$ cat src/hw/rtl/srw_pkg.sv
// ----------------------------------------------------------------------------
// srw_pkg: shared types and constants of the soft range weight core
// Fixed-point formats, the two-pi constant with its reciprocal, register
// indexes and the item structs passed between the pipeline sections.
// ----------------------------------------------------------------------------
package srw_pkg;

    localparam int FRAC_BITS   = 12;
    localparam int WEIGHT_BITS = 16;

    localparam int SAMPLE_W  = 32;
    localparam int FALL_W    = 31;
    localparam int WIDE_W    = SAMPLE_W + 2;
    localparam int CFG_IDX_W = 3;
    localparam int CFG_DATA_W = 32;

    localparam int OUT_W       = WEIGHT_BITS + 1;
    localparam int OUT_TDATA_W = ((OUT_W + 7) / 8) * 8;

    // Two pi in Q.FRAC_BITS, rounded from a Q60 value of pi
    localparam logic [63:0] PI_Q60 = 64'h3243_F6A8_885A_308D;
    localparam logic [63:0] TAU_Q  =
        (PI_Q60 + (64'd1 << (58 - FRAC_BITS))) >> (59 - FRAC_BITS);
    localparam int TAU_W = $clog2(TAU_Q);
    localparam int RES_W = TAU_W + 2;

    localparam logic signed [63:0]       TAU_S    = TAU_Q;
    localparam logic signed [RES_W-1:0]  TAU_RES  = TAU_Q[RES_W-1:0];
    localparam logic signed [RES_W-1:0]  TAU2_RES = TAU_RES <<< 1;
    localparam logic signed [WIDE_W-1:0] TAU_WIDE = TAU_Q[WIDE_W-1:0];

    // Reciprocal of two pi scaled so that it lands in [2^30, 2^31)
    localparam int RECIP_SHIFT = 30 + TAU_W;
    localparam logic [63:0] RECIP_FULL = (64'd1 << RECIP_SHIFT) / TAU_Q;
    localparam logic signed [SAMPLE_W-1:0] RECIP_M = RECIP_FULL[SAMPLE_W-1:0];

    localparam logic [OUT_W-1:0]       ONE_W     = {1'b1, {WEIGHT_BITS{1'b0}}};
    localparam logic [WEIGHT_BITS+1:0] THREE_ONE = {2'b11, {WEIGHT_BITS{1'b0}}};

    typedef enum logic [CFG_IDX_W-1:0] {
        CFG_BAND_LOW   = 3'd0,
        CFG_BAND_HIGH  = 3'd1,
        CFG_FALL_BELOW = 3'd2,
        CFG_FALL_ABOVE = 3'd3,
        CFG_ANGULAR    = 3'd4,
        CFG_INVERT     = 3'd5
    } cfg_reg_t;

    typedef enum logic [1:0] {
        BAND_ZERO,
        BAND_FULL,
        BAND_LOWER,
        BAND_UPPER
    } band_t;

    typedef struct packed {
        logic signed [SAMPLE_W-1:0] band_low;
        logic signed [SAMPLE_W-1:0] band_high;
        logic [FALL_W-1:0]          fall_below;
        logic [FALL_W-1:0]          fall_above;
        logic                       angular_mode;
        logic                       invert_weight;
    } cfg_t;

    typedef struct packed {
        logic signed [SAMPLE_W-1:0] v;
        logic signed [SAMPLE_W-1:0] lo;
        logic signed [SAMPLE_W-1:0] hi;
        logic                       present;
    } sample_set_t;

    typedef struct packed {
        band_t             band;
        logic [FALL_W-1:0] num;
        logic [FALL_W-1:0] den;
    } frac_item_t;

    typedef struct packed {
        band_t                  band;
        logic [WEIGHT_BITS-1:0] t;
    } tpos_item_t;

endpackage

$ cat src/hw/rtl/srw_smooth.sv
// ----------------------------------------------------------------------------
// srw_smooth: smoothstep and output weight
// Squares the position, scales by (3 - 2t), then forms the band weight,
// applies the invert option and holds the result for the output channel.
// ----------------------------------------------------------------------------
module srw_smooth (
    input  logic                        aclk,
    input  logic                        aresetn,
    input  logic                        pipe_en,
    input  srw_pkg::cfg_t               cfg,
    input  logic                        in_valid,
    input  srw_pkg::tpos_item_t         in_item,
    output logic                        out_valid,
    output logic [srw_pkg::OUT_W-1:0]   out_weight
);
    import srw_pkg::*;

    localparam int W = WEIGHT_BITS;

    logic [2:0]         valid_reg;
    logic [2*W-1:0]     sq_next, sq_reg;
    logic [W-1:0]       t1_reg;
    band_t              band1_reg, band2_reg;
    logic [W+1:0]       slope;
    logic [2*W+1:0]     prod_next, prod_reg;
    logic [OUT_W-1:0]   s_w;
    logic [OUT_W-1:0]   base;
    logic [OUT_W-1:0]   weight_next, weight_reg;

    assign sq_next   = in_item.t * in_item.t;
    assign slope     = THREE_ONE - {1'b0, t1_reg, 1'b0};
    assign prod_next = sq_reg[2*W-1:W] * slope;
    assign s_w       = prod_reg[2*W:W];

    always_comb begin
        case (band2_reg)
            BAND_ZERO:  base = '0;
            BAND_FULL:  base = ONE_W;
            BAND_LOWER: base = s_w;
            BAND_UPPER: base = ONE_W - s_w;
            default:    base = '0;
        endcase
        weight_next = cfg.invert_weight ? ONE_W - base : base;
    end

    always_ff @(posedge aclk) begin
        if (!aresetn) begin
            valid_reg <= '0;
        end else if (pipe_en) begin
            valid_reg <= {valid_reg[1:0], in_valid};
        end
    end

    always_ff @(posedge aclk) begin
        if (pipe_en) begin
            sq_reg     <= sq_next;
            t1_reg     <= in_item.t;
            band1_reg  <= in_item.band;
            prod_reg   <= prod_next;
            band2_reg  <= band1_reg;
            weight_reg <= weight_next;
        end
    end

    assign out_valid  = valid_reg[2];
    assign out_weight = weight_reg;

`ifndef SYNTH
    a_weight_range: assert property (@(posedge aclk) disable iff (!aresetn)
        valid_reg[1] |-> (s_w <= ONE_W) && (weight_next <= ONE_W))
        else $error("weight above one");
`endif

endmodule
$ cat config.mk
export PLATFORM = sky130hd
export DESIGN_NAME = srw_smooth
export DESIGN_NICKNAME = d
export VERILOG_FILES = /design/src/hw/rtl/srw_pkg.sv /design/src/hw/rtl/srw_smooth.sv
export SDC_FILE = /design/constraint.sdc
export NUM_CORES = 1
export LEC_CHECK = 0
export BUFFER_PORTS_ARGS = -buffer_cell sky130_fd_sc_hd__buf_4
export CORE_UTILIZATION = 55
export DETAILED_ROUTE_END_ITERATION = 10
export PLACE_DENSITY_LB_ADDON = 0.15
export SYNTH_ARGS = -nofsm -noshare
export SYNTH_HDL_FRONTEND = slang
export SYNTH_SLANG_ARGS = --single-unit
$ cat constraint.sdc
create_clock -name aclk -period 10.4 [get_ports aclk]
set_clock_uncertainty 0.2 [all_clocks]
set_input_delay 2.08 -clock aclk [delete_from_list [all_inputs] [get_ports aclk]]
set_output_delay 2.08 -clock aclk [all_outputs]
set_load 0.005 [all_outputs]
; ---- Word-level counts from Yosys, hierarchy flattened
; Cells that the tools add are included.
[word_totals]
output_inout_bits = 18
input_bits = 150
register_bits = 105
word_cells = 18
[classes]
n_reduce_logical = 1
multipliers = 2
eq_ne = 3
muxes = 2
addsub = 3
[ops]
columns = operator, n
row1 = 17-bit case mux with 4 select lines, 1
row2 = "17-bit subtractor, first input constant", 2
row3 = 16-bit by 18-bit multiplier with 33-bit output, 1
row4 = 16-bit by 16-bit multiplier with 32-bit output, 1
row5 = "18-bit by 17-bit subtractor with 18-bit output, first input constant", 1
row6 = 17-bit two-way mux, 1
row7 = "2-bit == test, second input constant", 2
row8 = "2-bit by 1-bit == test with 1-bit output, second input constant", 1
row9 = 2-bit logical NOT, 1

; ---- Depth between registers and ports, before layout
[depth]
ltp_word = 4
depth_mapped = 27
depth_no_buf = 25

; ---- Least setup slack after synthesis
; Ideal clock, no wire load.
[synth_path]
path_kind = input-to-reg
start = input in_item[3] (netlist name)
end = register sq_reg[26], data pin
path_buffers = 1
slack_ps = 2430
path_stages = 21
setup_ps = 265
required_ps = 9935
t_arrival_ps = 7505
path_cell_list = clkbuf_1 -> nand2_1 -> inv_1 -> fa_1 -> inv_1 -> fa_1 -> inv_1 -> fa_1 -> inv_1 -> fa_1 -> fa_1 -> fa_1 -> inv_1 -> ha_1 -> a21oi_1 -> nand2_1 -> a221o_1 -> a311o_1 -> a311oi_1 -> o21ai_0 -> xor2_1
[synth_between]
elab_chain_len = 1
[synth_rtl]
columns = item, line_no
row1 = "start, declared", srw_smooth.sv:12  ; input srw_pkg::tpos_item_t in_item,
row2 = 16-bit by 16-bit multiplier with 32-bit output, srw_smooth.sv:30  ; assign sq_next = in_item.t * in_item.t;
row3 = named net sq_next[26], srw_smooth.sv:21  ; logic [2*W-1:0] sq_next, sq_reg;
row4 = "end signal, assigned", srw_smooth.sv:56  ; sq_reg <= sq_next;
row5 = "end, declared", srw_smooth.sv:21
; The timed path passes the listed nets, and every way through them passes these cells.
; A chain may end at the register's enable or synchronous reset.

==> results summary <==
The flow ran to the end, and the final reports show no timing, DRC or antenna violations. The time the final worst path needs with I/O delays and setup is around 8.3 ns. The die covers 35200 um^2. The root buffer cell is sky130_fd_sc_hd__clkbuf_16. The number of buffers and inverters on the critical path is 5.

The critical path goes through inv_1 > ha_1 > nor3b_1 > nor2b_1 > xnor2_2 > nand2_1 > fa_1 > fa_1 > fa_1 > fa_1 > inv_1 > fa_1 > inv_1 > fa_1 > inv_1 > ha_1 > a21oi_1 > o21ai_0 > a211oi_1 > nor3_1 > buf_4 > a2111oi_0 > o31ai_1 > xor2_1. 0 antenna diodes ended up in the layout. The port buffer count is 40. The largest delay contributor family on the critical path is adder cells. The final HPWL from detailed placement came out at about 33000 um. The floorplan die height is 188 um. The buffer count from post-CTS setup fixing is 0. The required time at the endpoint of the critical path came out at 10.28 ns. The H-tree depth came out at 3. The final route contains 13300 vias.

The startpoint of the worst setup timing path is sq_reg[0]$_DFFE_PP_. The clock latency reported for the late side of the worst-skew pair is 0.33 ns. Synthesis handed over a netlist of 2039 instances. The number of sinks handled by clock tree synthesis is 73. The total clock buffers created by CTS is 9. The largest buffer count on any clock path came out at 2.

The slowest stage of the critical path belongs to the cell sky130_fd_sc_hd__edfxtp_1. The type of destination of the critical path is a register. The detail route stage leaves a number of antenna-violating nets equal to 0.

In this run the worst path has a maximum fanout of 18. The proportion of register bits with asynchronous set or reset after synthesis came out at 0%. The post-synthesis area per instance is between 9 and 10 um^2. Compared with the post-synthesis result, the final layout area differs by 5.44%.

Setup repair after global routing left no endpoint under its margin. The slew at the pin closest to its max-slew limit is 1.00 ns. The residual DRC count is 0.

Synthesis produced a netlist with a net count of about 2800. The startpoint of the most critical hold path is band1_reg[1]$_DFFE_PP_. The relative slew slack came out at 33.0%. The count of endpoints failing setup in the final report came out at 0.

On the worst path, the slowest cell contributes a delay of around 0.67 ns. The last weighted congestion value of the routability-driven placer is about 0.90. The post-layout net count is 2754.

The count of distinct cell types in the synthesized netlist came out at 63. The max-slew violation total from the final report came to 0. For this configuration, the core starts out at a cell density of 56.2%. The global routing usage summed across all routing layers is 24.2%.

The worst setup path is launched from a register. The setup path with the least slack is of type register to register. The type of the tightest min-delay check is register to register. The average wire length per cell after detail routing came out at 16.1 um. The worst register-to-register path begins at sq_reg[0]$_DFFE_PP_.

The library cells used most frequently in the layout, excluding fill and tap cells, are 503 x sky130_fd_sc_hd__inv_1, 370 x sky130_fd_sc_hd__fa_1, 249 x sky130_fd_sc_hd__nand2_1. The per-cell via count in the routed design is 5.35. The number of buffers inserted by hold repair at cts is 0. The number of enable flip-flop cells after synthesis came out at 70.

The area of the core is 33700 um^2. The number of max-cap violations came out at 0. The largest net degree at the start of global routing came out at 74.

The die width came out at 188 um. The final critical path takes up 79.6% of the cycle. The final-report hold violation count is 0. The number of synthesized register bits came out at 73. The Yosys warning count came out at 0. The library cell used most frequently in the layout, excluding fill and tap cells, is sky130_fd_sc_hd__inv_1. The floorplan has 67 rows. Adding up every negative setup slack in the final design gives 0 ns. The number of antenna violations at the first check in global routing was 0. The number of cells upsized or downsized after cts came out at 0. The final worst setup slack came out at 2.12 ns. The post-synthesis cell area is 19000 um^2. The first TritonRoute pass finished after 5 iterations. The final layout contains routed wiring with a total length of 40000 um. TritonCTS built the clock tree. The most instantiated flip-flop cell in the synthesis netlist is sky130_fd_sc_hd__edfxtp_1. The post-place setup slack is 1.97 ns.

The starting DRC count in detailed routing is around 530. The number of global-route vias before repair is 14400. The first global-routing pass estimated a little under 70000 um of wire. Global routing finished with a remaining overflow of 0.

The share of post-route cells with drive strength above 1 came out at 4.36%. The data arrival time of the critical path came out at 8.16 ns. The fraction of the yosys area taken by sequential cells is 11.4%.

For this design the top-level I/O count stands at 168. The clock-pin slew of the registers on the worst-case setup and hold paths came out at 0.06 ns. The maximum operating frequency came out at roughly 120 MHz.

The cell that appears most often on the critical path is sky130_fd_sc_hd__fa_1.
-- synthesized netlist by cell type (10+ instances only) --
library cell | instances | area [um^2]
sky130_fd_sc_hd__nand2_1 | 249 | 935
sky130_fd_sc_hd__a21oi_1 | 41 | 205
sky130_fd_sc_hd__xor2_1 | 34 | 298
sky130_fd_sc_hd__and2_1 | 171 | 1070
sky130_fd_sc_hd__fa_1 | 370 | 7410
sky130_fd_sc_hd__ha_1 | 199 | 2490
sky130_fd_sc_hd__xnor2_1 | 46 | 403
sky130_fd_sc_hd__clkbuf_1 | 62 | 233
sky130_fd_sc_hd__nand2b_1 | 13 | 81.3
sky130_fd_sc_hd__nand3_1 | 13 | 65.1
sky130_fd_sc_hd__inv_1 | 503 | 1890
sky130_fd_sc_hd__edfxtp_1 | 70 | 2100
sky130_fd_sc_hd__o21ai_0 | 36 | 180
sky130_fd_sc_hd__a21o_1 | 18 | 135
sky130_fd_sc_hd__nor2_1 | 43 | 161
sky130_fd_sc_hd__nor3_1 | 16 | 80.1
sky130_fd_sc_hd__a211oi_1 | 10 | 75.1
-- per-layer routing --
layer  vias up  global-route usage, %  wire, um
li1       6216                      -         -
met1      6739                   30.7     17000
met2       289                   43.8     20400
met3        62                   2.40      1640
met4         0                   6.47       913
met5         -                      0         0
-- worst paths after layout --
| path | endpoint | slack [ns] | cells past startpoint |
|---|---|---|---|
| min reg2reg | band2_reg[1]$_DFFE_PP_ | 0.23 | 0 |
| min | band2_reg[1]$_DFFE_PP_ | 0.23 | 0 |
| max reg2reg | prod_reg[30]$_DFFE_PP_ | 2.12 | 24 |
| max | prod_reg[30]$_DFFE_PP_ | 2.12 | 24 |
-- cell families (layout without fill, tap and decap cells) --
kind of cell,after synthesis,in the layout,synth area share (%)
AOI/OAI and AO/OA,177,177,6.21
buffers and inverters,568,569,11.3
adders and majority gates,569,569,52.2
and+or+nand+nor,565,565,14.8
xor gates and xnor gates,80,80,3.70
DFF,73,73,11.4
muxes,7,7,0.390
-- final cells by class --
cell class / count / area [um^2]
flip-flops and latches: 73 / 2160
inverters: 503 / 1890
well taps: 448 / 561
fillers: 3007 / 13700
multi-input cells: 1398 / 14700
clock buffers: 10 / 229
repair buffers: 50 / 375
clock inverters: 6 / 58.8
-- through the flow --
step           instances  hold WS, ns  instance area (um^2)  utilization [%]
2_1_floorplan       2039        0.200                 19000                -
3_3_place_gp        2472        0.219                 19700             58.4
3_5_place_dp        2472        0.209                 19700             58.4
4_1_cts             2488        0.237                 20000             59.3
5_1_grt             2488        0.252                 20000             59.3
6_report            2488        0.230                 20000             59.3
Power is not shown: default switching activity piles up to over one toggle a cycle in this logic, so the estimate is an artifact.
