**src/hw/rtl/srw_pkg.sv**
```systemverilog
// ----------------------------------------------------------------------------
// srw_pkg: shared types and constants of the soft range weight core
// Fixed-point formats, the two-pi constant with its reciprocal, register
// indexes and the item structs passed between the pipeline sections.
// ----------------------------------------------------------------------------
package srw_pkg;

    localparam int FRAC_BITS   = 12;
    localparam int WEIGHT_BITS = 16;

    localparam int SAMPLE_W  = 32;
    localparam int FALL_W    = 31;
    localparam int WIDE_W    = SAMPLE_W + 2;
    localparam int CFG_IDX_W = 3;
    localparam int CFG_DATA_W = 32;

    localparam int OUT_W       = WEIGHT_BITS + 1;
    localparam int OUT_TDATA_W = ((OUT_W + 7) / 8) * 8;

    // Two pi in Q.FRAC_BITS, rounded from a Q60 value of pi
    localparam logic [63:0] PI_Q60 = 64'h3243_F6A8_885A_308D;
    localparam logic [63:0] TAU_Q  =
        (PI_Q60 + (64'd1 << (58 - FRAC_BITS))) >> (59 - FRAC_BITS);
    localparam int TAU_W = $clog2(TAU_Q);
    localparam int RES_W = TAU_W + 2;

    localparam logic signed [63:0]       TAU_S    = TAU_Q;
    localparam logic signed [RES_W-1:0]  TAU_RES  = TAU_Q[RES_W-1:0];
    localparam logic signed [RES_W-1:0]  TAU2_RES = TAU_RES <<< 1;
    localparam logic signed [WIDE_W-1:0] TAU_WIDE = TAU_Q[WIDE_W-1:0];

    // Reciprocal of two pi scaled so that it lands in [2^30, 2^31)
    localparam int RECIP_SHIFT = 30 + TAU_W;
    localparam logic [63:0] RECIP_FULL = (64'd1 << RECIP_SHIFT) / TAU_Q;
    localparam logic signed [SAMPLE_W-1:0] RECIP_M = RECIP_FULL[SAMPLE_W-1:0];

    localparam logic [OUT_W-1:0]       ONE_W     = {1'b1, {WEIGHT_BITS{1'b0}}};
    localparam logic [WEIGHT_BITS+1:0] THREE_ONE = {2'b11, {WEIGHT_BITS{1'b0}}};

    typedef enum logic [CFG_IDX_W-1:0] {
        CFG_BAND_LOW   = 3'd0,
        CFG_BAND_HIGH  = 3'd1,
        CFG_FALL_BELOW = 3'd2,
        CFG_FALL_ABOVE = 3'd3,
        CFG_ANGULAR    = 3'd4,
        CFG_INVERT     = 3'd5
    } cfg_reg_t;

    typedef enum logic [1:0] {
        BAND_ZERO,
        BAND_FULL,
        BAND_LOWER,
        BAND_UPPER
    } band_t;

    typedef struct packed {
        logic signed [SAMPLE_W-1:0] band_low;
        logic signed [SAMPLE_W-1:0] band_high;
        logic [FALL_W-1:0]          fall_below;
        logic [FALL_W-1:0]          fall_above;
        logic                       angular_mode;
        logic                       invert_weight;
    } cfg_t;

    typedef struct packed {
        logic signed [SAMPLE_W-1:0] v;
        logic signed [SAMPLE_W-1:0] lo;
        logic signed [SAMPLE_W-1:0] hi;
        logic                       present;
    } sample_set_t;

    typedef struct packed {
        band_t             band;
        logic [FALL_W-1:0] num;
        logic [FALL_W-1:0] den;
    } frac_item_t;

    typedef struct packed {
        band_t                  band;
        logic [WEIGHT_BITS-1:0] t;
    } tpos_item_t;

endpackage

```
**src/hw/rtl/srw_classify.sv**
```systemverilog
// ----------------------------------------------------------------------------
// srw_classify: band unrolling and falloff selection
// Unrolls a wrapped band, places the sample against the band and its
// falloff edges, and picks numerator and width for the falloff fraction.
// ----------------------------------------------------------------------------
module srw_classify (
    input  logic                 aclk,
    input  logic                 aresetn,
    input  logic                 pipe_en,
    input  srw_pkg::cfg_t        cfg,
    input  logic                 in_valid,
    input  srw_pkg::sample_set_t in_item,
    output logic                 out_valid,
    output srw_pkg::frac_item_t  out_item
);
    import srw_pkg::*;

    logic signed [WIDE_W-1:0] fb_w;
    logic signed [WIDE_W-1:0] fa_w;
    logic signed [WIDE_W-1:0] v_next,  v_reg;
    logic signed [WIDE_W-1:0] lo_next, lo_reg;
    logic signed [WIDE_W-1:0] hi_next, hi_reg;
    logic signed [WIDE_W-1:0] low_edge_next,  low_edge_reg;
    logic signed [WIDE_W-1:0] high_edge_next, high_edge_reg;
    logic                     present_reg;
    logic [1:0]               valid_reg;
    frac_item_t               item_next, item_reg;

    assign fb_w = $signed({{(WIDE_W - FALL_W){1'b0}}, cfg.fall_below});
    assign fa_w = $signed({{(WIDE_W - FALL_W){1'b0}}, cfg.fall_above});

    // stage one: unroll a band that wraps past two pi
    always_comb begin
        logic wrap_band;
        wrap_band = cfg.angular_mode && (in_item.lo > in_item.hi);
        lo_next   = WIDE_W'(in_item.lo);
        v_next    = WIDE_W'(in_item.v);
        hi_next   = WIDE_W'(in_item.hi);
        if (wrap_band) begin
            hi_next = WIDE_W'(in_item.hi) + TAU_WIDE;
            if (in_item.v < in_item.lo) begin
                v_next = WIDE_W'(in_item.v) + TAU_WIDE;
            end
        end
        low_edge_next  = lo_next - fb_w;
        high_edge_next = hi_next + fa_w;
    end

    // stage two: classify and pick the fraction operands
    always_comb begin
        logic                     below;
        logic signed [WIDE_W-1:0] num_lo;
        logic signed [WIDE_W-1:0] num_hi;
        below  = v_reg < lo_reg;
        num_lo = v_reg - low_edge_reg;
        num_hi = v_reg - hi_reg;
        item_next.num = below ? num_lo[FALL_W-1:0] : num_hi[FALL_W-1:0];
        item_next.den = below ? cfg.fall_below : cfg.fall_above;
        if (!present_reg) begin
            item_next.band = BAND_ZERO;
        end else if (!below && v_reg <= hi_reg) begin
            item_next.band = BAND_FULL;
        end else if (below) begin
            if (cfg.fall_below == '0 || v_reg <= low_edge_reg) begin
                item_next.band = BAND_ZERO;
            end else begin
                item_next.band = BAND_LOWER;
            end
        end else if (cfg.fall_above == '0 || v_reg >= high_edge_reg) begin
            item_next.band = BAND_ZERO;
        end else begin
            item_next.band = BAND_UPPER;
        end
    end

    always_ff @(posedge aclk) begin
        if (!aresetn) begin
            valid_reg <= '0;
        end else if (pipe_en) begin
            valid_reg <= {valid_reg[0], in_valid};
        end
    end

    always_ff @(posedge aclk) begin
        if (pipe_en) begin
            v_reg         <= v_next;
            lo_reg        <= lo_next;
            hi_reg        <= hi_next;
            low_edge_reg  <= low_edge_next;
            high_edge_reg <= high_edge_next;
            present_reg   <= in_item.present;
            item_reg      <= item_next;
        end
    end

    assign out_valid = valid_reg[1];
    assign out_item  = item_reg;

endmodule

```
**config.mk**
```make
export PLATFORM = sky130hd
export DESIGN_NAME = srw_classify
export DESIGN_NICKNAME = d
export VERILOG_FILES = /design/src/hw/rtl/srw_pkg.sv /design/src/hw/rtl/srw_classify.sv
export SDC_FILE = /design/constraint.sdc
export NUM_CORES = 1
export LEC_CHECK = 0
export ABC_AREA = 0
export BUFFER_PORTS_ARGS = -buffer_cell sky130_fd_sc_hd__buf_2
export CAP_MARGIN = 25
export CORE_ASPECT_RATIO = 1.5
export CORE_UTILIZATION = 63
export CTS_CLUSTER_DIAMETER = 150
export DETAILED_ROUTE_END_ITERATION = 10
export HOLD_SLACK_MARGIN = 0.03
export PLACE_DENSITY = 0.87
export SYNTH_ARGS = -nofsm -noshare
export SYNTH_HDL_FRONTEND = slang
export SYNTH_SLANG_ARGS = --single-unit
```
**constraint.sdc**
```tcl
create_clock -name aclk -period 9.6 [get_ports aclk]
set_clock_uncertainty 0.1 [all_clocks]
set_input_delay 1.92 -clock aclk [delete_from_list [all_inputs] [get_ports aclk]]
set_output_delay 1.92 -clock aclk [all_outputs]
set_load 0.02 [all_outputs]
```
# Word-level counts from Yosys, hierarchy flattened
# Index checks and enable logic that the tools add are counted.
# Widths: inputs -> output; s select.
# op_classes
addsub	6
order_cmp	6
n_mux	9
bitwise_logic	1
reduce_logical	8
# ops
operator	n
$mux 34	3
$add 32x16->33 const B	2
$logic_not 31->1	2
$mux 31	2
$sub 31x31->31	2
$add 34x32->34	1
$ge 34x34->1	1
$le 34x33->1	1
$le 34x34->1	1
$lt 34x32->1	1
$sub 32x32->33	1
$gt 32x32->1	1
$lt 32x32->1	1
$mux 2	3
$logic_and 1x1->1	2
$logic_or 1x1->1	2
$reduce_or 2->1	1
$logic_not 1->1	1
$mux 1	1
$not 1->1	1
# totals
register_bits	234
inputBits	229
output_inout_bits	65

# Longest topological paths before layout
# depth
depth_word	5
mapped_depth	23
mapped_depth_nobuf	22

# Worst setup path after synthesis
# OpenSTA, ideal clock, no wires.
# synth_path
path_kind	input-to-reg
start	in in_item[8] (netlist bit)
end	reg high_edge_reg[30] (data pin)
setup_time_ns	0.258
arrival_time_ns	6.378
t_required_ns	9.242
setup_slack_ns	2.864
path_stages	21
path_buffers	1
cell_sequence	inv_1 ha_1 a2111oi_2 nand2_1 o211a_1 o41a_1 nor4b_2 nor2_1 clkbuf_1 nor3_1 xnor2_1 ha_1 a21o_1 a21o_1 or3_1 o22a_1 o21ai_1 a211oi_1 or3_1 a21oi_1 xnor2_1
# synth_via
elab_chain_cells	4
elab_cells_between_ends	5
classes_between	2 x add/sub; 1 x order compare; 1 x mux; 1 x reduce/logical
# synth_rtl
element	line	source
start, declared	srw_classify.sv:12	input srw_pkg::sample_set_t in_item,
$gt 32x32->1	srw_classify.sv:35	wrap_band = cfg.angular_mode && (in_item.lo > in_item.hi);
$logic_and 1x1->1	srw_classify.sv:35	
$mux 34 *	srw_classify.sv:39	if (wrap_band) begin
via hi_next[14]	srw_classify.sv:22	logic signed [WIDE_W-1:0] hi_next, hi_reg;
$add 34x32->34 *	srw_classify.sv:46	high_edge_next = hi_next + fa_w;
via high_edge_next[30]	srw_classify.sv:24	logic signed [WIDE_W-1:0] high_edge_next, high_edge_reg;
end signal, assigned	srw_classify.sv:90	high_edge_reg <= high_edge_next;
end, declared	srw_classify.sv:24	
# The timed path passes the listed nets; every way through them passes the cells marked *.
# A chain may end at the register's enable or synchronous reset.

# Final worst setup path
# Ends and elaborated chain as after synthesis.

==> reports/results.tsv <==
stage	metric	value	unit
finish	final_cell_mix	ha_1 (289), inv_1 (263), edfxtp_1 (230), buf_2 (227), a21oi_1 (162)	
finish	seq_area	6950	µm²
sta	rsz0062_at_grt	no	
logic_synthesis	ys_seq_area_frac	0.370	
logic_synthesis	synthArstFlopShare	0	
power	ir_drop	0.131	mV
logic_synthesis	yosys_warnings	0	
sta	setup_viol	0	
clock_network	htreeDepth	1	
flow_run	cap_violations	0	
worst_setup_path	crit_family	compound AO/OA/AOI/OAI gates	
finish	layout-drive-gt1-share	0.151	
logic_synthesis	ys_types	73	
sta	fmax	136	MHz
clock_network	hold_buffers	0	
grt	grtUsageMet1	0.350	
grt	grt_max_degree	106	
sta	slew_headroom	0.408	
place	gp_congestion	1.01	
worst_setup_path	r2r_slack	2.75	ns
clock_network	path_clk_slew	0.06	ns
sta	hold_viol	0	
sta	drv_slew	0	
floorplanning	fp-row-count	77	
route	drc	0	
logic_synthesis	syn_nets	2423	
worst_setup_path	critPathRequiredTime	9.80	ns
floorplanning	start_util	0.638	
grt	met3_usage	0.0527	
finish	multi_input_area	10700	µm²
finish	syn2layout_area_growth	12.9	%
worst_setup_path	rr_startpoint	v_reg[17]	
finish	final_common_cell	ha_1	
place	hpwl	43300	µm
grt	grt_use_met2	0.640	
logic_synthesis	synthesis.area	18800	µm²
grt	top_usage_layer	met2	
hold_path	holdPathStages	2	
clock_network	post-cts-setup-buffers	0	
power	p_int	0.00244	W
sta	worst_pin_slew	0.888	ns
power	seqPwrFrac	0.375	
finish	fillCellCount	2171	
logic_synthesis	netlist_instances	1902	
clock_network	clock_path_buffers	3	
clock_network	ctsResizeCount	0	
hold_path	hold_end	valid_reg[1]	
finish	largest_register_ffs	64	
power	switching_share	0.351	
logic_synthesis	synth_seq_cells	232	
worst_setup_path	cp-end-kind	flip-flop	
grt	grt_pass1_wl	81900	µm
worst_setup_path	crit_slowest_cell	nor2_1	
finish	final_cell_count_no_fill	2571	
route	wl_per_cell	21.3	µm
power	p_leak	10.0	nW
logic_synthesis	syn_avg_cell_area	9.86	µm²
hold_path	hold_path_startpoint	valid_reg[0]	
worst_setup_path	cp_num_buf_inv	2	
worst_setup_path	ff2ff_path_depth	20	
worst_setup_path	cpPeakStageDelay	0.68	ns
clock_network	cts_inserted_buffers	26	
finish	postLayoutCellArea	21200	µm²
floorplanning	fp.dieW	143	µm
clock_network	cts_root_buffer	clkbuf_16	
hold_path	hold_class	reg2reg	
sta	period_share	0.769	
floorplanning	die_y	213	µm
route	drt_first_pass_iters	5	
route	first_iter_violations	1071	
worst_setup_path	critPathKind	in2reg	
place	dpl_cell_area	20300	µm²
power	clkPwrFrac	0.258	
worst_setup_path	crit_chain	buf_2, inv_1, ha_1, a2111oi_2, nand2_1, o211a_1, o41a_1, o211a_1, nor2_1, nor3_1, xnor2_1, ha_1, a21o_1, a21o_1, or3_1, o22a_1, o21ai_1, a211oi_1, or3_1, a21oi_1, xnor2_1	
route	via_per_inst	6.26	
route	vias	16100	
grt	overflow	0	
floorplanning	coreArea	29400	µm²
clock_network	clk_latency	0.57	ns
place	port_buffers	228	
power	net-switching-power	0.00132	W
sta	setup_tns	0	ns
place	dpl.cell_count	2511	
sta	period_needed	7.38	ns
grt	grt_pass1_vias	16100	
clock_network	cts_tree	done	
finish	final_nets	2665	
logic_synthesis	yosys_most_used_dff	edfxtp_1	
status	outcome	completed	
logic_synthesis	synth_edf_count	230	
floorplanning	dieArea	30500	µm²
worst_setup_path	start_kind	input pin	
clock_network	cts.sinks	232	
route	ant_nets	0	
floorplanning	ios	294	
grt	grt_usage	0.364	
route	drt_wl_total	54800	µm
power	pwr_density_cell	178	nW/µm²
power	share_comb_of_total_power	0.366	
grt	antenna_found_initial	12	
worst_setup_path	cp.arrival	7.58	ns
worst_setup_path	timing.rr.end	out_item[60]	
worst_setup_path	cp_max_fo	12	
[stage by stage]
stage | util | worst slack, ns | total power [W] | hold WS, ns
after floorplan | - | 2.86 | 0.00236 | 0.382
after global placement | 0.692 | 1.92 | 0.00271 | 0.394
after detailed placement | 0.692 | 1.80 | 0.00277 | 0.416
after CTS | 0.720 | 2.34 | 0.00375 | 0.431
after global routing | 0.721 | 1.83 | 0.00396 | 0.452
final | 0.721 | 2.22 | 0.00376 | 0.419
[worst max path at each step]
stage               startpoint                end  slack [ns]  cells past startpoint
floorplan           in_item[8]  high_edge_reg[30]        2.86                     21
global placement    in_item[8]  high_edge_reg[31]        1.92                     20
detailed placement  in_item[8]  high_edge_reg[31]        1.80                     20
CTS                 in_item[8]  high_edge_reg[31]        2.34                     20
global route        in_item[8]  high_edge_reg[31]        1.83                     20
finish              in_item[8]  high_edge_reg[30]        2.22                     21
[worst min-delay path: stages (launching register included)]
cell,delay [ns]
dfxtp_1,0.32
mux2i_1,0.07
nor2b_1,0.10
[power by group through the flow]
stage	Sequential, W	Combinational, W	Clock, W
2_1_floorplan	0.00149	0.000872	0
3_3_place_gp	0.00142	0.00128	0
3_5_place_dp	0.00143	0.00134	0
4_1_cts	0.00141	0.00136	0.000982
5_1_grt	0.00143	0.00152	0.00102
6_report	0.00141	0.00138	0.000971
[metal layers]
layer | part of all wire | routed length, µm
met1 | 0.33 | 18200
met2 | 0.48 | 26500
met3 | 0.063 | 3470
met4 | 0.12 | 6610
met5 | 0 | 0
[final cells by class]
type | instances | area share
Inverter | 263 | 0.0466
Clock buffer | 33 | 0.0320
Antenna cell | 13 | 0.00154
Clock inverter | 14 | 0.00597
Timing Repair Buffer | 233 | 0.0561
Tap cell | 395 | 0.0233
Multi-Input combinational cell | 1388 | 0.507
Sequential cell | 232 | 0.328
[cell usage after synthesis, types with 15 or more instances]
library cell / instances / area [µm²]
a211oi_1: 19 / 143
a21o_1: 99 / 743
a21oi_1: 162 / 811
and3_1: 24 / 150
edfxtp_1: 230 / 6910
ha_1: 289 / 3620
inv_1: 263 / 987
mux2_2: 32 / 360
nand2_1: 81 / 304
nand2b_1: 16 / 100
nand3_1: 32 / 160
nand4_1: 52 / 325
nor2_1: 115 / 432
nor2b_1: 26 / 163
nor3_1: 33 / 165
nor4_1: 32 / 200
o21a_1: 19 / 143
o21ai_0: 59 / 295
or3_1: 15 / 93.8
xnor2_1: 83 / 727
xor2_1: 44 / 385
[logic make-up after synthesis]
| family | count (synthesis) | share of synthesized area |
|---|---|---|
| compound gates | 467 | 0.163 |
| fa+ha+maj | 292 | 0.196 |
| xor+xnor | 127 | 0.0593 |
| mux | 38 | 0.0224 |
| flops | 232 | 0.370 |
| simple gates | 464 | 0.131 |
| buf+inv | 282 | 0.0578 |
Power figures use the tool's default switching activity.
