<file path="src/hw/rtl/srw_pkg.sv">
// ----------------------------------------------------------------------------
// srw_pkg: shared types and constants of the soft range weight core
// Fixed-point formats, the two-pi constant with its reciprocal, register
// indexes and the item structs passed between the pipeline sections.
// ----------------------------------------------------------------------------
package srw_pkg;

    localparam int FRAC_BITS   = 12;
    localparam int WEIGHT_BITS = 16;

    localparam int SAMPLE_W  = 32;
    localparam int FALL_W    = 31;
    localparam int WIDE_W    = SAMPLE_W + 2;
    localparam int CFG_IDX_W = 3;
    localparam int CFG_DATA_W = 32;

    localparam int OUT_W       = WEIGHT_BITS + 1;
    localparam int OUT_TDATA_W = ((OUT_W + 7) / 8) * 8;

    // Two pi in Q.FRAC_BITS, rounded from a Q60 value of pi
    localparam logic [63:0] PI_Q60 = 64'h3243_F6A8_885A_308D;
    localparam logic [63:0] TAU_Q  =
        (PI_Q60 + (64'd1 << (58 - FRAC_BITS))) >> (59 - FRAC_BITS);
    localparam int TAU_W = $clog2(TAU_Q);
    localparam int RES_W = TAU_W + 2;

    localparam logic signed [63:0]       TAU_S    = TAU_Q;
    localparam logic signed [RES_W-1:0]  TAU_RES  = TAU_Q[RES_W-1:0];
    localparam logic signed [RES_W-1:0]  TAU2_RES = TAU_RES <<< 1;
    localparam logic signed [WIDE_W-1:0] TAU_WIDE = TAU_Q[WIDE_W-1:0];

    // Reciprocal of two pi scaled so that it lands in [2^30, 2^31)
    localparam int RECIP_SHIFT = 30 + TAU_W;
    localparam logic [63:0] RECIP_FULL = (64'd1 << RECIP_SHIFT) / TAU_Q;
    localparam logic signed [SAMPLE_W-1:0] RECIP_M = RECIP_FULL[SAMPLE_W-1:0];

    localparam logic [OUT_W-1:0]       ONE_W     = {1'b1, {WEIGHT_BITS{1'b0}}};
    localparam logic [WEIGHT_BITS+1:0] THREE_ONE = {2'b11, {WEIGHT_BITS{1'b0}}};

    typedef enum logic [CFG_IDX_W-1:0] {
        CFG_BAND_LOW   = 3'd0,
        CFG_BAND_HIGH  = 3'd1,
        CFG_FALL_BELOW = 3'd2,
        CFG_FALL_ABOVE = 3'd3,
        CFG_ANGULAR    = 3'd4,
        CFG_INVERT     = 3'd5
    } cfg_reg_t;

    typedef enum logic [1:0] {
        BAND_ZERO,
        BAND_FULL,
        BAND_LOWER,
        BAND_UPPER
    } band_t;

    typedef struct packed {
        logic signed [SAMPLE_W-1:0] band_low;
        logic signed [SAMPLE_W-1:0] band_high;
        logic [FALL_W-1:0]          fall_below;
        logic [FALL_W-1:0]          fall_above;
        logic                       angular_mode;
        logic                       invert_weight;
    } cfg_t;

    typedef struct packed {
        logic signed [SAMPLE_W-1:0] v;
        logic signed [SAMPLE_W-1:0] lo;
        logic signed [SAMPLE_W-1:0] hi;
        logic                       present;
    } sample_set_t;

    typedef struct packed {
        band_t             band;
        logic [FALL_W-1:0] num;
        logic [FALL_W-1:0] den;
    } frac_item_t;

    typedef struct packed {
        band_t                  band;
        logic [WEIGHT_BITS-1:0] t;
    } tpos_item_t;

endpackage

</file>
<file path="src/hw/rtl/srw_div.sv">
// ----------------------------------------------------------------------------
// srw_div: pipelined restoring divider for the falloff position
// One quotient bit per stage gives floor(num * 2^WEIGHT_BITS / den) for a
// numerator already below the width.
// ----------------------------------------------------------------------------
module srw_div (
    input  logic                aclk,
    input  logic                aresetn,
    input  logic                pipe_en,
    input  logic                in_valid,
    input  srw_pkg::frac_item_t in_item,
    output logic                out_valid,
    output srw_pkg::tpos_item_t out_item
);
    import srw_pkg::*;

    localparam int STEPS = WEIGHT_BITS;

    logic [STEPS-1:0]       valid_reg;
    band_t                  band_reg  [STEPS];
    band_t                  band_next [STEPS];
    logic [FALL_W-1:0]      den_reg   [STEPS];
    logic [FALL_W-1:0]      den_next  [STEPS];
    logic [FALL_W-1:0]      rem_reg   [STEPS];
    logic [FALL_W-1:0]      rem_next  [STEPS];
    logic [WEIGHT_BITS-1:0] quot_reg  [STEPS];
    logic [WEIGHT_BITS-1:0] quot_next [STEPS];

    always_comb begin
        logic [FALL_W-1:0]      rem_src;
        logic [WEIGHT_BITS-1:0] quot_src;
        logic [FALL_W:0]        rem_dbl;
        logic                   ge;
        for (int k = 0; k < STEPS; k++) begin
            if (k == 0) begin
                rem_src      = in_item.num;
                quot_src     = '0;
                den_next[k]  = in_item.den;
                band_next[k] = in_item.band;
            end else begin
                rem_src      = rem_reg[k-1];
                quot_src     = quot_reg[k-1];
                den_next[k]  = den_reg[k-1];
                band_next[k] = band_reg[k-1];
            end
            rem_dbl      = {rem_src, 1'b0};
            ge           = rem_dbl >= {1'b0, den_next[k]};
            rem_next[k]  = ge ? FALL_W'(rem_dbl - {1'b0, den_next[k]})
                              : FALL_W'(rem_dbl);
            quot_next[k] = {quot_src[WEIGHT_BITS-2:0], ge};
        end
    end

    always_ff @(posedge aclk) begin
        if (!aresetn) begin
            valid_reg <= '0;
        end else if (pipe_en) begin
            valid_reg <= {valid_reg[STEPS-2:0], in_valid};
        end
    end

    always_ff @(posedge aclk) begin
        if (pipe_en) begin
            for (int k = 0; k < STEPS; k++) begin
                band_reg[k] <= band_next[k];
                den_reg[k]  <= den_next[k];
                rem_reg[k]  <= rem_next[k];
                quot_reg[k] <= quot_next[k];
            end
        end
    end

    assign out_valid     = valid_reg[STEPS-1];
    assign out_item.band = band_reg[STEPS-1];
    assign out_item.t    = quot_reg[STEPS-1];

`ifndef SYNTH
    a_num_below_den: assert property (@(posedge aclk) disable iff (!aresetn)
        in_valid && (in_item.band == BAND_LOWER || in_item.band == BAND_UPPER)
            |-> (in_item.num != '0) && (in_item.num < in_item.den))
        else $error("falloff numerator not inside the falloff width");
    a_rem_below_den: assert property (@(posedge aclk) disable iff (!aresetn)
        valid_reg[STEPS-1] &&
            (band_reg[STEPS-1] == BAND_LOWER || band_reg[STEPS-1] == BAND_UPPER)
            |-> rem_reg[STEPS-1] < den_reg[STEPS-1])
        else $error("divider remainder not below divisor");
`endif

endmodule

</file>
<file path="config.mk">
export PLATFORM = sky130hd
export DESIGN_NAME = srw_div
export DESIGN_NICKNAME = d
export VERILOG_FILES = /design/src/hw/rtl/srw_pkg.sv /design/src/hw/rtl/srw_div.sv
export SDC_FILE = /design/constraint.sdc
export NUM_CORES = 2
export LEC_CHECK = 0
export BUFFER_PORTS_ARGS = -buffer_cell sky130_fd_sc_hd__clkbuf_2
export CORE_ASPECT_RATIO = 1.5
export CORE_UTILIZATION = 40
export CTS_BUF_LIST = sky130_fd_sc_hd__clkbuf_4
export DETAILED_ROUTE_END_ITERATION = 10
export PLACE_DENSITY = 0.56
export SKIP_LAST_GASP = 1
export SLEW_MARGIN = 0
export SYNTH_ARGS = -nofsm -noshare
export SYNTH_HDL_FRONTEND = slang
export SYNTH_SLANG_ARGS = --single-unit
</file>
<file path="constraint.sdc">
create_clock -name aclk -period 4.39 [get_ports aclk]
set_input_delay 0.878 -clock aclk [delete_from_list [all_inputs] [get_ports aclk]]
set_output_delay 0.878 -clock aclk [all_outputs]
set_load 0.005 [all_outputs]
</file>
* After elaboration in Yosys (flattened, before gate mapping)
Memories as Yosys holds them, arrays and structs flattened.
Index checks and enable logic that the tools add are counted.
** Storage, ports and cells
- Word-level logic and storage cells :: 55
- Register bits :: 16
- Output and inout bits :: 19
- Input bits :: 68
- Memory bits (writable) :: 1280
- Memories kept :: 4
** Operators by class
- $lt $le $gt $ge :: 16
- Multiplexer cells :: 18
- $add $sub $neg :: 16
** Memories
- den_reg :: words 16, width 31, rd ports 15, clocked after Yosys merged registers in 0, wr ports 16, RTL line srw_div.sv:22 : logic [FALL_W-1:0] den_reg [STEPS];
- rem_reg :: words 16, width 31, rd ports 15, clocked after Yosys merged registers in 0, wr ports 16, RTL line srw_div.sv:24 : logic [FALL_W-1:0] rem_reg [STEPS];
- quot_reg :: words 16, width 16, rd ports 16, clocked after Yosys merged registers in 0, wr ports 16, RTL line srw_div.sv:26 : logic [WEIGHT_BITS-1:0] quot_reg [STEPS];
- band_reg :: words 16, width 2, rd ports 16, clocked after Yosys merged registers in 0, wr ports 16, RTL line srw_div.sv:20 : band_t band_reg [STEPS];
** Operators with widths (count)
- >= comparator 32 x 31 -> 1 bit :: 16
- two-way mux 31 bit :: 16
- subtractor 31 bit :: 16
- two-way mux 1 bit :: 2

* Logic depth before layout (Yosys ltp)
An unclocked memory read counts as a cell.
- Word-level depth :: 3
- Mapped depth :: 16
- Depth with buffers taken out :: 13

* Least setup slack after synthesis
OpenSTA, ideal clock, no wires.
- Path type :: input to register
- From :: in in_item[0] (netlist bit)
- To :: mem rem_reg[0][10] (data pin)
- Setup time :: 0.260 ns
- Stages :: 14
- Arrival time :: 3.518 ns
- Path slack :: 0.612 ns
- Required time :: 4.130 ns
- Buffers on the path :: 1
- Cell sequence :: inv_1 -> fa_1 -> a211oi_1 -> o21ai_0 -> a31oi_1 -> nor2b_1 -> a21oi_1 -> o21ai_0 -> o21ai_0 -> a21oi_1 -> o21ai_0 -> a21oi_1 -> buf_2 -> mux2_2
** RTL lines
- start: declaration :: RTL line srw_div.sv:11 : input srw_pkg::frac_item_t in_item,
- end: declaration :: RTL line srw_div.sv:24

==> tab_implementation.tex <==
\begin{tabular}{lr}
\hline
Metric & Value \\
\hline
\multicolumn{2}{l}{\textbf{Clocking}} \\
Root Driver & sky130\_fd\_sc\_hd\_\_clkbuf\_4 \\
Number of sinks driven by the clock tree & 1,114 \\
Number of buffers created by CTS & 300 \\
CTS clk-pin slew, worst paths & roughly 60 ps \\
Clock latency on the worst-skew pair & 1240 ps \\
Post-CTS setup-driven buffer insertion count & 0 \\
CTS H-Tree Depth & 5 \\
Largest buffer count on any clock path & 4 \\
Clock tree from TritonCTS & yes \\
\multicolumn{2}{l}{\textbf{Critical path}} \\
Required arrival time at the worst endpoint & 5310 ps \\
Crit path cell chain & inv\_1 -> fa\_1 -> a21o\_1 -> a21oi\_2 -> nor2b\_1 -> o31a\_1 -> a21oi\_2 -> o21ai\_2 -> a31oi\_4 -> o41a\_1 -> o21bai\_1 -> a2111oi\_4 -> buf\_12 -> mux2\_2 \\
Standard cell with the maximum stage delay on the critical path & sky130\_fd\_sc\_hd\_\_fa\_1 \\
Worst Reg2Reg Path Length in Cells & 14 \\
Number of buffers and inverters on the critical path & 2 \\
Setup crit end kind & flip-flop \\
Worst reg2reg path endpoint & rem\_reg[0][92]\$\_DFFE\_PP\_ \\
Startpoint class of the critical path & flip-flop \\
Critical Path Max Stage Delay & 470 ps \\
Critical path fanouts, max & 32 \\
Data arrival time at the worst-slack endpoint & 5010 ps \\
CP delay by family, top & compound AO/OA/AOI/OAI gates \\
Library cell appearing most often on the critical path & sky130\_fd\_sc\_hd\_\_a21oi\_2 \\
CP Class & reg2reg \\
Setup slack, reg-to-reg & 300 ps \\
R2r startpoint & den\_reg[0][31]\$\_DFFE\_PP\_ \\
\multicolumn{2}{l}{\textbf{Logic synthesis}} \\
Async SR Flop Fraction & 0 \\
Gate count of the mapped netlist & around 5,700 \\
Sequential area share after synthesis & 0.5233 \\
Number of nets produced by synthesis & 6,287 \\
Yosys Warn Count & 0 \\
Synthesized area per cell & 11.14 sq um \\
Most used standard cell by instance count after synthesis & sky130\_fd\_sc\_hd\_\_edfxtp\_1 \\
Biggest area consumer among synthesized cells & sky130\_fd\_sc\_hd\_\_edfxtp\_1 \\
Synthesis-stage register bit count & around 1,100 \\
Number of flops mapped to enable cells by yosys & 1,098 \\
Leading cell types by total area after synthesis & sky130\_fd\_sc\_hd\_\_edfxtp\_1 (52\%), sky130\_fd\_sc\_hd\_\_ha\_1 (9.7\%), sky130\_fd\_sc\_hd\_\_o21ai\_0 (3.7\%), sky130\_fd\_sc\_hd\_\_inv\_1 (3.5\%), sky130\_fd\_sc\_hd\_\_xnor2\_1 (3.4\%) \\
Leading register cell type out of synthesis & sky130\_fd\_sc\_hd\_\_edfxtp\_1 \\
Most frequent cells after synthesis & sky130\_fd\_sc\_hd\_\_edfxtp\_1 (1,098), sky130\_fd\_sc\_hd\_\_inv\_1 (594), sky130\_fd\_sc\_hd\_\_ha\_1 (495) \\
Proportion of netlist area held by the largest area contributor & 0.5183 \\
Netlist area before placement & 63,620 sq um \\
Count of cell types in the netlist & 86 \\
\multicolumn{2}{l}{\textbf{STA}} \\
Total negative slack for setup checks & 0 ps \\
Ratio of final minimum period to clock period & 0.9310 \\
Worst-Margin Slew & 929.1 ps \\
Max Slew Vio Count & 0 \\
Fmax achieved & 244.7 MHz \\
Clock Skew & 74.68 ps \\
Post-layout minimum cycle time & a little over 4000 ps \\
Unrepaired setup endpoints after global routing & no \\
Final hold violations & 0 \\
Finish-stage setup viols & 0 \\
Max\_slew headroom & 0.3753 \\
\multicolumn{2}{l}{\textbf{Power and ir drop}} \\
Switching Share & 0.3772 \\
Net switching power & around 19,000 uW \\
Power density over the cells & 692.4 nW/um\^{}2 \\
Clock network fraction of design power & 0.174 \\
Worst supply voltage drop on vdd & 274.9 uV \\
Sequential cell fraction of total power & 0.343 \\
Internal power consumption & about 31,000 uW \\
Fraction of power consumed by combinational cells & 0.483 \\
Leakage & 0.02998 uW \\
\multicolumn{2}{l}{\textbf{Routing}} \\
Vias post-DR & 43,627 \\
Detailed-route wire length & approximately 140 mm \\
Routed Antenna Nets & 0 \\
Via-per-instance ratio & 5.164 \\
Residual DRC count & 0 \\
Wirelength per Cell & 16.50 um \\
Number of optimization iterations in the first detailed-route pass & 5 \\
Drt initial violations & roughly 1,600 \\
\multicolumn{2}{l}{\textbf{Placed design}} \\
Total half-perimeter wirelength after legalization and detailed placement & approximately 110 mm \\
GP Congestion & 0.9242 \\
Number of placed instances, taps included & 7,896 \\
Number of input and output port buffers inserted & 86 \\
Standard cell area after detailed placement & 67,860 sq um \\
\multicolumn{2}{l}{\textbf{Final layout}} \\
Number of nets in the final layout & between 6,000 and 7,000 \\
Share of post-route cells with drive strength above 1 & 0.1416 \\
Layout area overhead & 13.25\% \\
Layout Cell Area excl Fill & 72,050 sq um \\
Post-layout utilization of the core & 0.4576 \\
Final std cells w/o fill & 8,448 \\
\multicolumn{2}{l}{\textbf{Global route}} \\
Wire length of the first global-routing pass & 223.0 mm \\
Global-route congestion overflow total & 0 \\
Number of antenna violations at the first check in global routing & 1 \\
Via count of the first global-routing pass & approximately 47,000 \\
Maximum number of pins on one net before global-route repair & 99 \\
Total routing usage reported by global routing & 0.1741 \\
\multicolumn{2}{l}{\textbf{Worst hold path}} \\
Hold Crit Depth & 0 \\
Endpoint with the worst hold slack & quot\_reg[1][83]\$\_DFFE\_PP\_ \\
Startpoint of the most critical hold path & quot\_reg[1][66]\$\_DFFE\_PP\_ \\
Worst hold-check path type & reg2reg \\
\multicolumn{2}{l}{\textbf{Job}} \\
Max-cap check violation count & 0 \\
\multicolumn{2}{l}{\textbf{Die}} \\
Total die area & 160,700 sq um \\
Starting density of the core & 0.4040 \\
Die width & around 330 um \\
Cell Rows & 178 \\
I/O pin count & 87 \\
Chip height & 490.4 um \\
Placeable core area & 157,500 sq um \\
\multicolumn{2}{l}{\textbf{Outcome}} \\
Status & complete, no violations \\
\hline
\end{tabular}
-- stage by stage --
step / hold slack (ps) / setup slack, ps / total power [uW]
3_3_place_gp: 400.9 / -195.0 / 40910
5_1_grt: 223.7 / 62.46 / 53800
6_report: 369.6 / 303.0 / 49880
4_1_cts: 139.2 / 55.40 / 50390
3_5_place_dp: 404.5 / -182.9 / 41280
2_1_floorplan: 400.3 / 612.3 / 34390
-- final cells by class --
cell class / count / area [sq um]
antenna: 2 / 5.005
clock buffer: 419 / 3146
clock inverter: 64 / 359.1
fill: 14615 / 85410
inverter: 594 / 2230
multi-input combinational: 3860 / 27660
sequential: 1114 / 33290
tap: 2070 / 2590
timing repair buffer: 325 / 2765
-- placed cells by master (no fill, tap or decap), types with 29 or more instances in the layout --
cell type,n
sky130_fd_sc_hd__buf_12,29
sky130_fd_sc_hd__nand2b_1,55
sky130_fd_sc_hd__o21bai_1,58
sky130_fd_sc_hd__dlygate4sd3_1,67
sky130_fd_sc_hd__edfxtp_1,1098
sky130_fd_sc_hd__clkinv_1,46
sky130_fd_sc_hd__ha_1,495
sky130_fd_sc_hd__mux2_2,154
sky130_fd_sc_hd__clkbuf_2,85
sky130_fd_sc_hd__a211oi_1,38
sky130_fd_sc_hd__nand4_1,68
sky130_fd_sc_hd__xor2_1,168
sky130_fd_sc_hd__nand3_1,93
sky130_fd_sc_hd__buf_4,143
sky130_fd_sc_hd__a21oi_1,426
sky130_fd_sc_hd__nor3_1,58
sky130_fd_sc_hd__clkbuf_4,419
sky130_fd_sc_hd__o21a_1,53
sky130_fd_sc_hd__o21ai_0,470
sky130_fd_sc_hd__nor2b_1,78
sky130_fd_sc_hd__a21o_1,243
sky130_fd_sc_hd__nand2_1,470
sky130_fd_sc_hd__nor2_1,227
sky130_fd_sc_hd__xnor2_1,249
sky130_fd_sc_hd__inv_1,594
sky130_fd_sc_hd__and3_1,31
sky130_fd_sc_hd__a31oi_1,53
-- power groups by stage --
stage               Sequential [uW]  Combinational, uW  Clock (uW)
floorplan                     16800              17600           0
global placement              17300              23600           0
detailed placement            17300              24000           0
CTS                           17100              24100        9140
global route                  17400              26800        9620
finish                        17100              24100        8680
-- logic make-up (layout without fill, tap and decap cells) --
group | count (synthesis) | after routing | share of synthesized area
compound gates | 1554 | 1554 | 0.1513
xor+xnor | 417 | 417 | 0.05741
fa+ha+maj | 510 | 510 | 0.1021
buf+inv | 735 | 1402 | 0.04413
flops | 1114 | 1114 | 0.5233
mux | 198 | 198 | 0.03469
other cells | 0 | 2 | 0
simple gates | 1181 | 1181 | 0.08707
-- how the worst max path moves through the flow --
stage	endpoint	cells after the start	startpoint	slack [ps]
global route	rem_reg[0][90]$_DFFE_PP_	14	den_reg[0][31]$_DFFE_PP_	60
finish	rem_reg[0][92]$_DFFE_PP_	14	den_reg[0][31]$_DFFE_PP_	300
floorplan	rem_reg[0][10]$_DFFE_PP_	14	in_item[0]	610
detailed placement	rem_reg[0][30]$_DFFE_PP_	15	in_item[0]	-180
global placement	rem_reg[0][3]$_DFFE_PP_	16	in_item[0]	-190
CTS	rem_reg[0][156]$_DFFE_PP_	12	den_reg[0][124]$_DFFE_PP_	60
-- routing by layer --
metal / up-vias / track usage / share of wire
li1: 21957 / - / -
met1: 20266 / 0.1269 / 0.30
met2: 901 / 0.3699 / 0.59
met3: 503 / 0.03192 / 0.033
met4: 0 / 0.1342 / 0.076
met5: - / 0 / 0
-- repair_timing --
item / in CTS / in global routing
hold endpoints to repair: 86 / 0
endpoints found under the setup margin: 0 / 27
hold buffers: 67 / 0
resized for setup: 0 / 2
-- worst register-to-register path, delay by kind of cell (launching register included) --
family | cells | cell delay, ps
AO/OA/AOI/OAI | 9 | 2140
buffers and inverters | 2 | 360
flip-flops | 1 | 380
multiplexers | 1 | 360
adder cells (fa/ha/maj) | 1 | 470
AND/OR/NAND/NOR | 1 | 100
No activity file was read; power rests on OpenSTA's default activity.
